$ cat src/design/rdf_pkg.sv
// Shared types and constants of the radix digit formatter.
package rdf_pkg;

  localparam int VALUE_W     = 64;
  localparam int SYMBOL_W    = 8;
  localparam int COUNT_W     = 7;
  localparam int DIGIT_W     = 6;
  localparam int CFG_W       = 64;
  localparam int CFG_IDX_W   = 4;
  localparam int NUM_REGS    = 8;
  localparam int REG_SEL_W   = 3;
  localparam int DIV_BITS    = 8;
  localparam int QUEUE_DEPTH = 2;

  localparam logic [SYMBOL_W-1:0] SYM_LOW   = 8'd32;
  localparam logic [SYMBOL_W-1:0] SYM_HIGH  = 8'd126;
  localparam logic [SYMBOL_W-1:0] SYM_PLUS  = 8'd43;
  localparam logic [SYMBOL_W-1:0] SYM_MINUS = 8'd45;

  typedef struct packed {
    logic               ok;
    logic [COUNT_W-1:0] radix;
  } rdf_job_t;

endpackage

$ cat src/design/rdf_ram.sv
// Generic single write port RAM with a registered read port.
module rdf_ram #(
  parameter int WIDTH = 8,
  parameter int DEPTH = 64
) (
  input  logic                     clk,
  input  logic                     we,
  input  logic [$clog2(DEPTH)-1:0] waddr,
  input  logic [WIDTH-1:0]         wdata,
  input  logic                     re,
  input  logic [$clog2(DEPTH)-1:0] raddr,
  output logic [WIDTH-1:0]         rdata
);

  logic [WIDTH-1:0] mem_r [DEPTH];
  logic [WIDTH-1:0] rdata_r;

  always_ff @(posedge clk) begin
    if (we) begin
      mem_r[waddr] <= wdata;
    end
    if (re) begin
      rdata_r <= mem_r[raddr];
    end
  end

  assign rdata = rdata_r;

endmodule

$ cat src/design/rdf_front.sv
// Front end: accepts a value and checks the symbol table, producing a job.
module rdf_front #(
  parameter int TABLE_BYTES = 64,
  parameter int VALUE_BITS  = 64
) (
  input  logic                     clk,
  input  logic                     rst_n,
  input  logic [TABLE_BYTES*8-1:0] tbl,
  input  logic                     in_valid,
  output logic                     in_stall,
  input  logic [VALUE_BITS-1:0]    in_value,
  output logic                     push_valid,
  input  logic                     push_full,
  output rdf_pkg::rdf_job_t        push_job,
  output logic [VALUE_BITS-1:0]    push_value
);
  import rdf_pkg::*;

  localparam int IDXW = $clog2(TABLE_BYTES);

  typedef enum logic [1:0] {F_IDLE, F_SCAN, F_PUSH} state_t;

  state_t                  state_r;
  logic [VALUE_BITS-1:0]   value_r;
  logic [IDXW-1:0]         idx_r;
  logic [127:0]            seen_r;
  logic [COUNT_W-1:0]      len_r;
  logic                    bad_r;
  logic [SYMBOL_W-1:0]     c;
  logic                    c_bad;

  assign c = tbl[idx_r*8 +: 8];
  assign c_bad = (c < SYM_LOW) || (c > SYM_HIGH) || (c == SYM_PLUS) ||
                 (c == SYM_MINUS) || seen_r[c[6:0]];

  assign in_stall       = (state_r != F_IDLE);
  assign push_valid     = (state_r == F_PUSH);
  assign push_job.ok    = !bad_r && (len_r >= COUNT_W'(2));
  assign push_job.radix = len_r;
  assign push_value     = value_r;

  always_ff @(posedge clk) begin
    if (!rst_n) begin
      state_r <= F_IDLE;
    end else begin
      case (state_r)
        F_IDLE: begin
          if (in_valid) begin
            value_r <= in_value;
            idx_r   <= '0;
            seen_r  <= '0;
            bad_r   <= 1'b0;
            state_r <= F_SCAN;
          end
        end
        F_SCAN: begin
          if (c == '0) begin
            len_r   <= COUNT_W'(idx_r);
            state_r <= F_PUSH;
          end else if (c_bad) begin
            bad_r   <= 1'b1;
            state_r <= F_PUSH;
          end else begin
            seen_r[c[6:0]] <= 1'b1;
            if (idx_r == IDXW'(TABLE_BYTES - 1)) begin
              len_r   <= COUNT_W'(TABLE_BYTES);
              state_r <= F_PUSH;
            end else begin
              idx_r <= idx_r + 1'b1;
            end
          end
        end
        F_PUSH: begin
          if (!push_full) begin
            state_r <= F_IDLE;
          end
        end
        default: begin
          state_r <= F_IDLE;
        end
      endcase
    end
  end

endmodule

$ cat src/design/rdf_queue.sv
// Short register queue that decouples the front end from the back end.
module rdf_queue #(
  parameter int WIDTH = 72,
  parameter int DEPTH = 2
) (
  input  logic             clk,
  input  logic             rst_n,
  input  logic             push_valid,
  output logic             push_full,
  input  logic [WIDTH-1:0] push_data,
  output logic             pop_valid,
  input  logic             pop_take,
  output logic [WIDTH-1:0] pop_data
);

  localparam int AW = (DEPTH > 1) ? $clog2(DEPTH) : 1;

  logic [WIDTH-1:0] mem_r [DEPTH];
  logic [AW-1:0]    wr_ptr_r;
  logic [AW-1:0]    rd_ptr_r;
  logic [AW:0]      count_r;
  logic             do_push;
  logic             do_pop;

  assign push_full = (count_r == (AW+1)'(DEPTH));
  assign pop_valid = (count_r != '0);
  assign pop_data  = mem_r[rd_ptr_r];
  assign do_push   = push_valid && !push_full;
  assign do_pop    = pop_take && pop_valid;

  always_ff @(posedge clk) begin
    if (do_push) begin
      mem_r[wr_ptr_r] <= push_data;
    end
  end

  always_ff @(posedge clk) begin
    if (!rst_n) begin
      wr_ptr_r <= '0;
      rd_ptr_r <= '0;
      count_r  <= '0;
    end else begin
      if (do_push) begin
        wr_ptr_r <= (wr_ptr_r == AW'(DEPTH - 1)) ? '0 : wr_ptr_r + 1'b1;
      end
      if (do_pop) begin
        rd_ptr_r <= (rd_ptr_r == AW'(DEPTH - 1)) ? '0 : rd_ptr_r + 1'b1;
      end
      case ({do_push, do_pop})
        2'b10:   count_r <= count_r + 1'b1;
        2'b01:   count_r <= count_r - 1'b1;
        default: count_r <= count_r;
      endcase
    end
  end

endmodule

$ cat src/design/rdf_back.sv
// Back end: divides out the digits into a stack and emits them as symbols, or emits one error beat for a bad job.
module rdf_back #(
  parameter int TABLE_BYTES = 64,
  parameter int VALUE_BITS  = 64
) (
  input  logic                              clk,
  input  logic                              rst_n,
  input  logic [TABLE_BYTES*8-1:0]          tbl,
  input  logic                              q_valid,
  output logic                              q_take,
  input  rdf_pkg::rdf_job_t                 q_job,
  input  logic [VALUE_BITS-1:0]             q_value,
  output logic                              out_valid,
  input  logic                              out_stall,
  output logic [rdf_pkg::SYMBOL_W-1:0]      out_symbol,
  output logic                              out_last_symbol,
  output logic                              out_base_ok,
  output logic [rdf_pkg::COUNT_W-1:0]       out_symbol_total
);
  import rdf_pkg::*;

  localparam int IDXW  = $clog2(TABLE_BYTES);
  localparam int AW    = $clog2(VALUE_BITS);
  localparam int STEPS = (VALUE_BITS + DIV_BITS - 1) / DIV_BITS;
  localparam int PADW  = STEPS * DIV_BITS;
  localparam int STW   = (STEPS > 1) ? $clog2(STEPS) : 1;

  typedef enum logic [2:0] {B_IDLE, B_DIV, B_EMIT_RD, B_EMIT_LD, B_ERR} state_t;

  state_t                 state_r;
  logic [PADW-1:0]        work_r;
  logic [COUNT_W-1:0]     radix_r;
  logic [COUNT_W-1:0]     rem_r;
  logic [STW-1:0]         step_r;
  logic [COUNT_W-1:0]     cnt_r;
  logic [AW-1:0]          ptr_r;
  logic                   out_valid_r;
  logic [SYMBOL_W-1:0]    symbol_r;
  logic                   last_r;
  logic                   ok_r;
  logic [COUNT_W-1:0]     total_r;

  logic [COUNT_W-1:0]     rem_nxt;
  logic [DIV_BITS-1:0]    qbits;
  logic [PADW+DIV_BITS-1:0] wshift;
  logic                   out_free;
  logic                   emit_go;
  logic                   div_done;
  logic                   ram_re;
  logic [AW-1:0]          ram_raddr;
  logic [DIGIT_W-1:0]     ram_rdata;
  logic [SYMBOL_W-1:0]    emit_sym;

  // Restoring division of one byte of the value per cycle.
  always_comb begin
    logic [COUNT_W-1:0] r;
    r     = rem_r;
    qbits = '0;
    for (int j = 0; j < DIV_BITS; j++) begin
      r = {r[COUNT_W-2:0], work_r[PADW-1-j]};
      if (r >= radix_r) begin
        r = r - radix_r;
        qbits[DIV_BITS-1-j] = 1'b1;
      end
    end
    rem_nxt = r;
  end

  assign wshift   = {work_r, qbits};
  assign out_free = !out_valid_r || !out_stall;
  assign emit_go  = ((state_r == B_EMIT_LD) || (state_r == B_ERR)) && out_free;
  assign div_done = (state_r == B_DIV) && (step_r == STW'(STEPS - 1));
  assign q_take   = (state_r == B_IDLE) && q_valid;
  assign emit_sym = tbl[ram_rdata[IDXW-1:0]*8 +: 8];

  always_comb begin
    ram_re    = 1'b0;
    ram_raddr = ptr_r;
    case (state_r)
      B_EMIT_RD: begin
        ram_re = 1'b1;
      end
      B_EMIT_LD: begin
        if (out_free && (ptr_r != '0)) begin
          ram_re    = 1'b1;
          ram_raddr = ptr_r - 1'b1;
        end
      end
      default: begin
        ram_re = 1'b0;
      end
    endcase
  end

  rdf_ram #(
    .WIDTH(DIGIT_W),
    .DEPTH(VALUE_BITS)
  ) u_stack (
    .clk   (clk),
    .we    (div_done),
    .waddr (cnt_r[AW-1:0]),
    .wdata (rem_nxt[DIGIT_W-1:0]),
    .re    (ram_re),
    .raddr (ram_raddr),
    .rdata (ram_rdata)
  );

  always_ff @(posedge clk) begin
    if (!rst_n) begin
      state_r     <= B_IDLE;
      out_valid_r <= 1'b0;
    end else begin
      if (emit_go) begin
        out_valid_r <= 1'b1;
      end else if (out_valid_r && !out_stall) begin
        out_valid_r <= 1'b0;
      end
      case (state_r)
        B_IDLE: begin
          if (q_valid) begin
            work_r  <= PADW'(q_value);
            radix_r <= q_job.radix;
            rem_r   <= '0;
            step_r  <= '0;
            cnt_r   <= '0;
            state_r <= q_job.ok ? B_DIV : B_ERR;
          end
        end
        B_DIV: begin
          work_r <= wshift[PADW-1:0];
          if (div_done) begin
            cnt_r  <= cnt_r + 1'b1;
            rem_r  <= '0;
            step_r <= '0;
            if (wshift[PADW-1:0] == '0) begin
              ptr_r   <= cnt_r[AW-1:0];
              state_r <= B_EMIT_RD;
            end
          end else begin
            step_r <= step_r + 1'b1;
            rem_r  <= rem_nxt;
          end
        end
        B_EMIT_RD: begin
          state_r <= B_EMIT_LD;
        end
        B_EMIT_LD: begin
          if (out_free) begin
            symbol_r    <= emit_sym;
            last_r      <= (ptr_r == '0);
            ok_r        <= 1'b1;
            total_r     <= (ptr_r == '0) ? cnt_r : '0;
            if (ptr_r == '0) begin
              state_r <= B_IDLE;
            end else begin
              ptr_r <= ptr_r - 1'b1;
            end
          end
        end
        B_ERR: begin
          if (out_free) begin
            symbol_r    <= '0;
            last_r      <= 1'b1;
            ok_r        <= 1'b0;
            total_r     <= '0;
            state_r     <= B_IDLE;
          end
        end
        default: begin
          state_r <= B_IDLE;
        end
      endcase
    end
  end

  assign out_valid        = out_valid_r;
  assign out_symbol       = symbol_r;
  assign out_last_symbol  = last_r;
  assign out_base_ok      = ok_r;
  assign out_symbol_total = total_r;

endmodule

$ cat src/design/radix_digit_formatter_top.sv
// The front end checks the symbol table one table byte at a time (up to TABLE_BYTES).
// The back end divides one byte of the value per cycle, in ceil(VALUE_BITS/8) steps per digit.
// Symbols leave at one beat per cycle while out_stall is low, after B_EMIT_RD starts the stack read.
// A queue of two jobs lets the front end check the next value while digits are emitted.
// Reset is synchronous and active low; it clears the symbol registers, state machines, queue and out_valid.
// The digit stack is not cleared; it is always written before it is read.
module radix_digit_formatter_top #(
  parameter int TABLE_BYTES = 64,
  parameter int VALUE_BITS  = 64
) (
  input  logic                            clk,
  input  logic                            rst_n,
  input  logic                            cfg_we,
  input  logic [rdf_pkg::CFG_IDX_W-1:0]   cfg_index,
  input  logic [rdf_pkg::CFG_W-1:0]       cfg_wdata,
  input  logic                            in_valid,
  output logic                            in_stall,
  input  logic [rdf_pkg::VALUE_W-1:0]     in_value,
  output logic                            out_valid,
  input  logic                            out_stall,
  output logic [rdf_pkg::SYMBOL_W-1:0]    out_symbol,
  output logic                            out_last_symbol,
  output logic                            out_base_ok,
  output logic [rdf_pkg::COUNT_W-1:0]     out_symbol_total
);
  import rdf_pkg::*;

  localparam int QW = VALUE_BITS + $bits(rdf_job_t);

  logic [CFG_W-1:0]         sym_r [NUM_REGS];
  logic [TABLE_BYTES*8-1:0] tbl;
  logic                     push_valid;
  logic                     push_full;
  rdf_job_t                 push_job;
  logic [VALUE_BITS-1:0]    push_value;
  logic                     pop_valid;
  logic                     pop_take;
  logic [QW-1:0]            pop_data;
  rdf_job_t                 pop_job;
  logic [VALUE_BITS-1:0]    pop_value;

  always_ff @(posedge clk) begin
    if (!rst_n) begin
      for (int i = 0; i < NUM_REGS; i++) begin
        sym_r[i] <= '0;
      end
    end else if (cfg_we && (cfg_index < CFG_IDX_W'(NUM_REGS))) begin
      sym_r[cfg_index[REG_SEL_W-1:0]] <= cfg_wdata;
    end
  end

  for (genvar g = 0; g < TABLE_BYTES; g++) begin : g_tbl
    assign tbl[g*8 +: 8] = sym_r[g/8][(g%8)*8 +: 8];
  end

  rdf_front #(
    .TABLE_BYTES(TABLE_BYTES),
    .VALUE_BITS (VALUE_BITS)
  ) u_front (
    .clk        (clk),
    .rst_n      (rst_n),
    .tbl        (tbl),
    .in_valid   (in_valid),
    .in_stall   (in_stall),
    .in_value   (in_value[VALUE_BITS-1:0]),
    .push_valid (push_valid),
    .push_full  (push_full),
    .push_job   (push_job),
    .push_value (push_value)
  );

  rdf_queue #(
    .WIDTH(QW),
    .DEPTH(QUEUE_DEPTH)
  ) u_queue (
    .clk        (clk),
    .rst_n      (rst_n),
    .push_valid (push_valid),
    .push_full  (push_full),
    .push_data  ({push_job, push_value}),
    .pop_valid  (pop_valid),
    .pop_take   (pop_take),
    .pop_data   (pop_data)
  );

  assign pop_job   = pop_data[QW-1 -: $bits(rdf_job_t)];
  assign pop_value = pop_data[VALUE_BITS-1:0];

  rdf_back #(
    .TABLE_BYTES(TABLE_BYTES),
    .VALUE_BITS (VALUE_BITS)
  ) u_back (
    .clk              (clk),
    .rst_n            (rst_n),
    .tbl              (tbl),
    .q_valid          (pop_valid),
    .q_take           (pop_take),
    .q_job            (pop_job),
    .q_value          (pop_value),
    .out_valid        (out_valid),
    .out_stall        (out_stall),
    .out_symbol       (out_symbol),
    .out_last_symbol  (out_last_symbol),
    .out_base_ok      (out_base_ok),
    .out_symbol_total (out_symbol_total)
  );

endmodule

$ cat config.mk
export PLATFORM = sky130hd
export DESIGN_NAME = radix_digit_formatter_top
export DESIGN_NICKNAME = d
export VERILOG_FILES = /design/src/design/rdf_pkg.sv /design/src/design/rdf_ram.sv /design/src/design/rdf_front.sv /design/src/design/rdf_queue.sv /design/src/design/rdf_back.sv /design/src/design/radix_digit_formatter_top.sv
export SDC_FILE = /design/constraint.sdc
export NUM_CORES = 2
export LEC_CHECK = 0
export BUFFER_PORTS_ARGS = -buffer_cell sky130_fd_sc_hd__buf_2
export CORE_MARGIN = 2
export CORE_UTILIZATION = 50
export DETAILED_ROUTE_END_ITERATION = 8
export GPL_TIMING_DRIVEN = 0
export PLACE_DENSITY = 0.75
export RECOVER_POWER = 50
export REMOVE_ABC_BUFFERS = 1
export SYNTH_ARGS = -nofsm -noshare
export SYNTH_HDL_FRONTEND = slang
export SYNTH_SLANG_ARGS = --single-unit
$ cat constraint.sdc
create_clock -name clk -period 20.6 [get_ports clk]
set_clock_uncertainty 0.2 [all_clocks]
set_input_delay 2.06 -clock clk [delete_from_list [all_inputs] [get_ports clk]]
set_output_delay 2.06 -clock clk [all_outputs]
set_load 0.01 [all_outputs]
### Word-level counts from Yosys, hierarchy flattened

Memory sizes are Yosys's and may differ from the RTL's. A register that Yosys moved wholly into a read port is not among the register bits.
Index checks and enable logic that the tools add are counted.

| storage, ports and cells | value |
|---|---|
| register bits after elaboration | 326 |
| memory bits (writable) | 1040 |
| input bits | 137 |
| output and inout port bits | 19 |
| word-level logic and storage cells | 233 |
| memories | 3 |

| operators by class | value |
|---|---|
| $add $sub $neg | 16 |
| magnitude comparators | 14 |
| eq/ne operators | 28 |
| shift operators | 2 |
| multiplexer cells | 99 |
| bitwise logic cells | 1 |
| reductions and logical operators | 48 |

Memory list:

| memory | depth | bits a word | rd ports | clocked after Yosys merged registers in | write ports | RTL line | text |
|---|---|---|---|---|---|---|---|
| sym_r | 8 | 64 | 8 | 0 | 8 | radix_digit_formatter_top.sv:30 | `logic [CFG_W-1:0] sym_r [NUM_REGS];` |
| u_back.u_stack.mem_r | 64 | 6 | 1 | 1 | 1 | rdf_ram.sv:15 | `logic [WIDTH-1:0] mem_r [DEPTH];` |
| u_queue.mem_r | 2 | 72 | 1 | 1 | 1 | rdf_queue.sv:18 | `logic [WIDTH-1:0] mem_r [DEPTH];` |

Operators by type and width:

| cell | number |
|---|---|
| 512-bit by 10-bit variable part select with 8-bit output | 2 |
| 128-bit two-way mux | 3 |
| 128-bit one-hot mux with 2 select lines | 1 |
| 64-bit two-way mux | 2 |
| 128-bit OR | 1 |
| 64-bit one-hot mux with 2 select lines | 1 |
| 6-bit two-way mux | 20 |
| 64-bit logical NOT | 1 |
| 64-bit OR reduction | 1 |
| 7-bit >= comparator | 8 |
| 7-bit two-way mux | 7 |
| 6-bit subtractor | 8 |
| 6-bit one-hot mux with 2 select lines | 3 |
| 1-bit two-way mux | 32 |
| 3-bit two-way mux | 10 |
| 7-bit one-hot mux with 2 select lines | 2 |
| 2-bit inequality test (second input constant) | 9 |
| 6-bit AND reduction | 3 |
| 2-bit nonzero test | 9 |
| 8-bit by 6-bit equality test with 1-bit output (second input constant) | 2 |
| 8-bit two-way mux | 2 |
| 8-bit one-hot mux with 2 select lines | 1 |
| 3-bit one-hot mux with 5 select lines | 1 |
| 3-bit AND reduction | 4 |
| 38 further kinds | 75 |

### Depth between registers and ports, before layout

| depth | value |
|---|---|
| depth in word-level cells | 20 |
| gate-level depth with buffers | 79 |
| depth with buffers taken out | 77 |

### Hierarchy

Synthesis repeated with hierarchy kept, for this count alone.

| unflattened totals | value |
|---|---|
| cells, all modules | 4097 |
| area, all modules | 65358.9 sq um |

Modules (own cells, without submodules):

| module | instances | cells an instance | area each (sq um) | seq. area each (sq um) |
|---|---|---|---|---|
| radix_digit_formatter_top | 1 | 1217 | 21071.5 | 15374.7 |
| rdf_ram | 1 | 722 | 15214.6 | 11711.2 |
| rdf_back | 1 | 1070 | 11851.4 | 3383.2 |
| rdf_front | 1 | 838 | 11807.6 | 5265.0 |
| rdf_queue | 1 | 250 | 5413.9 | 4424.2 |

### Least setup slack after synthesis

No wires, ideal clock.

| path | value |
|---|---|
| kind | register to register |
| start point | register u_back.radix_r[1] |
| end point | memory u_back.u_stack.mem_r[0][5] (netlist name), data pin |
| arrival time | 16.542 ns |
| path slack | 3.286 ns |
| stages on the path, launching flop included | 76 |
| period minus slack after synthesis | 17.314 ns |
| cells stage by stage | edfxtp_1 > inv_1 > ha_1 > nor2b_1 > o21ai_0 > a21boi_0 > o21ai_0 > a31oi_1 > o21a_1 > o21ai_0 > a21boi_0 > ha_1 > nor2b_1 > o21ai_0 > a21boi_0 > o21ai_0 > a31oi_1 > o21a_1 > [40 not listed] > inv_1 > ha_1 > a21oi_1 > o21ai_0 > a21o_1 > a21o_1 > a211o_1 > a21o_1 > buf_1 > mux2_2 > ha_1 > a21boi_0 > o21ai_0 > nand2b_1 > a211o_1 > a21o_1 > or2_2 > o221ai_1 |

| between the ends | value |
|---|---|
| longest elaborated chain between the ends | 16 |
| elaborated cells between the ends (all ways) | 24 |

RTL lines:

| what | RTL line | text |
|---|---|---|
| start, declared | rdf_back.sv:32 | `logic [COUNT_W-1:0] radix_r;` |
| start signal, assigned | rdf_back.sv:122 | `radix_r <= q_job.radix;` |
| 6-bit subtractor or 7-bit >= comparator (tied branches) | rdf_back.sv:62, rdf_back.sv:61 |  |
| 6-bit two-way mux | rdf_back.sv:61 | `if (r >= radix_r) begin` |
| 6-bit subtractor or 7-bit >= comparator (tied branches) | rdf_back.sv:62, rdf_back.sv:61 |  |
| 6-bit two-way mux | rdf_back.sv:61 |  |
| 6-bit subtractor or 7-bit >= comparator (tied branches) | rdf_back.sv:62, rdf_back.sv:61 |  |
| 6-bit two-way mux | rdf_back.sv:61 |  |
| 6-bit subtractor or 7-bit >= comparator (tied branches) | rdf_back.sv:62, rdf_back.sv:61 |  |
| 6-bit two-way mux | rdf_back.sv:61 |  |
| 6-bit subtractor or 7-bit >= comparator (tied branches) | rdf_back.sv:62, rdf_back.sv:61 |  |
| 6-bit two-way mux | rdf_back.sv:61 |  |
| 7-bit >= comparator or 6-bit subtractor (tied branches) | rdf_back.sv:61, rdf_back.sv:62 |  |
| 6-bit two-way mux | rdf_back.sv:61 |  |
| 6-bit subtractor or 7-bit >= comparator (tied branches) | rdf_back.sv:62, rdf_back.sv:61 |  |
| 6-bit two-way mux | rdf_back.sv:61 |  |
| 6-bit subtractor or 7-bit >= comparator (tied branches) | rdf_back.sv:62, rdf_back.sv:61 |  |
| 6-bit two-way mux * | rdf_back.sv:61 |  |
| named net u_back.rem_nxt[5] | rdf_back.sv:43 | `logic [COUNT_W-1:0] rem_nxt;` |
| end, declared | rdf_ram.sv:15 |  |

Mark *: on every way through the listed nets, which the timed path passes. The rest lies on a longest branch.

### Worst setup path in the final report

| path | value |
|---|---|
| start point | register u_back.radix_r[1] |
| end point | register u_back.state_r[1] |

| between the ends | value |
|---|---|
| longest elaborated chain between the ends | 19 |
| elaborated cells between the ends (all ways) | 33 |

RTL lines:

| what | RTL line | text |
|---|---|---|
| 6-bit subtractor or 7-bit >= comparator (tied branches) | rdf_back.sv:62, rdf_back.sv:61 |  |
| 6-bit two-way mux | rdf_back.sv:61 |  |
| 6-bit subtractor or 7-bit >= comparator (tied branches) | rdf_back.sv:62, rdf_back.sv:61 |  |
| 6-bit two-way mux | rdf_back.sv:61 |  |
| 6-bit subtractor or 7-bit >= comparator (tied branches) | rdf_back.sv:62, rdf_back.sv:61 |  |
| 6-bit two-way mux | rdf_back.sv:61 |  |
| 6-bit subtractor or 7-bit >= comparator (tied branches) | rdf_back.sv:62, rdf_back.sv:61 |  |
| 6-bit two-way mux | rdf_back.sv:61 |  |
| [3 not listed] | -- |  |
| 6-bit two-way mux | rdf_back.sv:61 |  |
| 6-bit subtractor or 7-bit >= comparator (tied branches) | rdf_back.sv:62, rdf_back.sv:61 |  |
| 6-bit two-way mux | rdf_back.sv:61 |  |
| 7-bit >= comparator | rdf_back.sv:61 |  |
| 1-bit two-way mux | rdf_back.sv:61 |  |
| 64-bit logical NOT * | rdf_back.sv:135 | `if (wshift[PADW-1:0] == '0) begin` |
| 2-bit inequality test (no line) * | -- |  |
| 6-bit AND reduction (no line) * | -- |  |
| end signal, assigned | rdf_back.sv:126 | `state_r <= q_job.ok ? B_DIV : B_ERR;` |
| end, declared | rdf_back.sv:30 | `state_t state_r;` |

Mark *: on every way between the ends. The rest lies on a longest branch, timed or not.
A chain may end at the register's enable or synchronous reset.

==> results.toml <==
[status]
status = "complete, but fails checks"
violations = "max-capacitance violations, max-slew violations"

[detailed_routing]
wl_met2_um = 75400
met3_length_um = 11600
drt-met1-wl_um = 57000
top_layer = "met5"
vias = 36400
drc = 0
wl_per_cell_um = 25.2
finalWirelength_um = 149000
firstDrtPassIters = 6
drtIter0Drc = 4189
avgViaCountPerCell = 6.16
detail-route-antenna-nets = 0

[setup_path]
cp-end-kind = "flip-flop"
critPathMaxStageDelay_ns = 0.58
arrival_ns = 19.42
crit_slowest_cell = "or4b_1"
startpoint_type = "flip-flop"
critical_path_required_ns = 21.08
worstSetupPathType = "reg -> reg"
cp_max_fo = 15
cpMostUsedCell = "o21ai_0"

[global_route]
grt-ovfl-total = 0
antenna_found_initial = 15
grt_pass1_vias = 37200
grt_util_all_layers_pct = 23.6
grt_max_degree = 66
grt_pass1_wl_um = 227000

[sta]
report.final.slew_viol_count = 690
hold_violations = 0
timing.fmax_ghz = 0.0528
setup_viol = 0
layout_min_cycle_time_ns = 18.94
rsz0062_at_grt = "false"
tightest_slew_ns = 4.03
finalCritPeriodShare_pct = 91.9
fin_hold_ws_ns = 0.237
max-slew-margin-rel_pct = -169

[yosys]
synth_area_leaders = "edfxtp_1, mux4_2, and2_1"
synth_top_area_share_pct = 63.8
synth_common_cells = "edfxtp_1, and2_1, mux4_2, nor2_1, clkbuf_1"
async_reset_ff_share_pct = 0
synth_seq_cells = 1341
syn_area_um2 = 62600
synth_edf_count = 1330
synth-main-ff-cell = "edfxtp_1"
yosysWarnings = 0
yosysMostFrequentCell = "edfxtp_1"
yosys.area.top_type = "edfxtp_1"
yosysSeqAreaShare_pct = 64.1
ys_types = 65
synth_cells = 4001
avgSynthCellArea_um2 = 15.7

[final_layout]
drive_gt1_share_pct = 20.5
area_growth_pct = 13.7
fin_nets = 4373
final_cells = 5915

[clocking]
root_buffer = "clkbuf_16"
cts_sinks = 1341
worst_skew_pair.late_latency_ns = 0.78
clockBufferDepth = 3
tritoncts = "done"
clk_pin_slew_ns = 0.06
numCtsBuffers = 139
htree_levels = 4
cts_hold_buffers = 0

[die]
fp.dieW_um = 358
initial_core_util_pct = 50.5
die_h_um = 358
core-area_um2 = 124000
die_area_um2 = 128000
io_pins = 156
rows = 129

[place]
io_buffers = 155
gp_congestion = 0.852
post-dp-hpwl_um = 98000
place_inst = 5660

[worst_hold_path]
hold_path.class = "reg -> reg"

[run]
maxCapViolations = 24
==> cells in the final DEF (no fill, tap or decap), types with 20 or more instances in the layout <==
cell       instances
a31oi_1           21
inv_1             56
edfxtp_1        1330
mux4_2           397
buf_16            55
buf_2            123
nand4_1           34
nor2_1           251
buf_12            20
a22oi_1           35
a21oi_1          131
and2_0           153
o21ai_0          158
clkbuf_1          78
mux2i_1          163
nand2_1          158
mux2_2            22
ha_1              63
xnor2_1           25
and2_1           398
clkbuf_16        141
clkinv_1          41
nand3_1          123
==> logic make-up after synthesis <==
family,count (synthesis),share of synthesized area (%)
AOI/OAI and AO/OA,421,3.88
xor gates and xnor gates,41,0.573
adders and majority gates,71,1.51
buffers and inverters,316,2.14
DFF,1341,64.1
muxes,584,17.3
and+or+nand+nor,1227,10.4
==> critical path: cells and delay by family, from the launching register on <==
| kind | cells | cell delay [ns] |
|---|---|---|
| DFF | 1 | 0.52 |
| muxes | 2 | 0.80 |
| AOI/OAI and AO/OA | 50 | 11.33 |
| adders and majority gates | 8 | 2.44 |
| buffers and inverters | 2 | 0.22 |
| and+or+nand+nor | 15 | 3.31 |
==> repair_timing <==
item | in CTS | in global routing
gates resized for setup | 0 | 7
buffers inserted | 0 | 1
endpoints found under the setup margin | 0 | 389
endpoints found under the hold margin | 0 | 0
==> stage by stage <==
| stage | setup WS (ns) | setup TNS [ns] | instance area (um2) | util [%] |
|---|---|---|---|---|
| after floorplan | 3.13 | 0 | 61500 | - |
| after global placement | -1.28 | -147.50 | 64300 | 51.9 |
| after detailed placement | 1.04 | 0 | 67400 | 54.3 |
| after CTS | 0.925 | 0 | 71700 | 57.8 |
| after global routing | 0.0712 | 0 | 71200 | 57.4 |
| final | 1.66 | 0 | 71200 | 57.4 |
==> flip-flops by register name, summed over array words and instances, names as in the netlist, 6 cells and up, named ones only <==
| signal | flops |
|---|---|
| u_back.rem_r | 6 |
| u_front.len_r | 7 |
| u_back.u_stack.mem_r | 384 |
| u_back.out_symbol | 8 |
| u_back.radix_r | 7 |
| u_back.u_stack.rdata | 6 |
| u_back.ptr_r | 6 |
| u_front.idx_r | 6 |
| u_front.seen_r | 96 |
| u_back.work_r | 64 |
| u_back.out_symbol_total | 7 |
| sym_r | 512 |
| u_back.cnt_r | 7 |
| u_front.push_value | 64 |
| u_queue.mem_r | 144 |
==> per-layer routing <==
layer / up-vias / global-route usage [%]
li1: 15800 / -
met1: 18600 / 30.4
met2: 1617 / 40.1
met3: 352 / 4.43
met4: 22 / 8.77
met5: - / 0
==> area by class of cell <==
| class | count | area [um2] |
|---|---|---|
| repair buffers | 278 | 3100 |
| well taps | 1637 | 2050 |
| multi-input cells | 2344 | 21300 |
| inverters | 61 | 235 |
| clock buffers | 169 | 3630 |
| diodes | 5 | 12.5 |
| flip-flops and latches | 1341 | 40200 |
| fillers | 9248 | 52800 |
| clock inverters | 80 | 676 |
==> final timing paths <==
path | start | endpoint | slack, ns | cells past startpoint
max | u_back.radix_r[1] | u_back.state_r[1] | 1.66 | 77
min | u_front.push_value[39] | u_queue.mem_r[1][39] | 0.24 | 0
max reg2reg | u_back.radix_r[1] | u_back.state_r[1] | 1.66 | 77
min reg2reg | u_front.push_value[39] | u_queue.mem_r[1][39] | 0.24 | 0
Power is left out: the tool's default activity adds up to more than one toggle a clock period on the data nets, which glitch-free logic cannot reach.
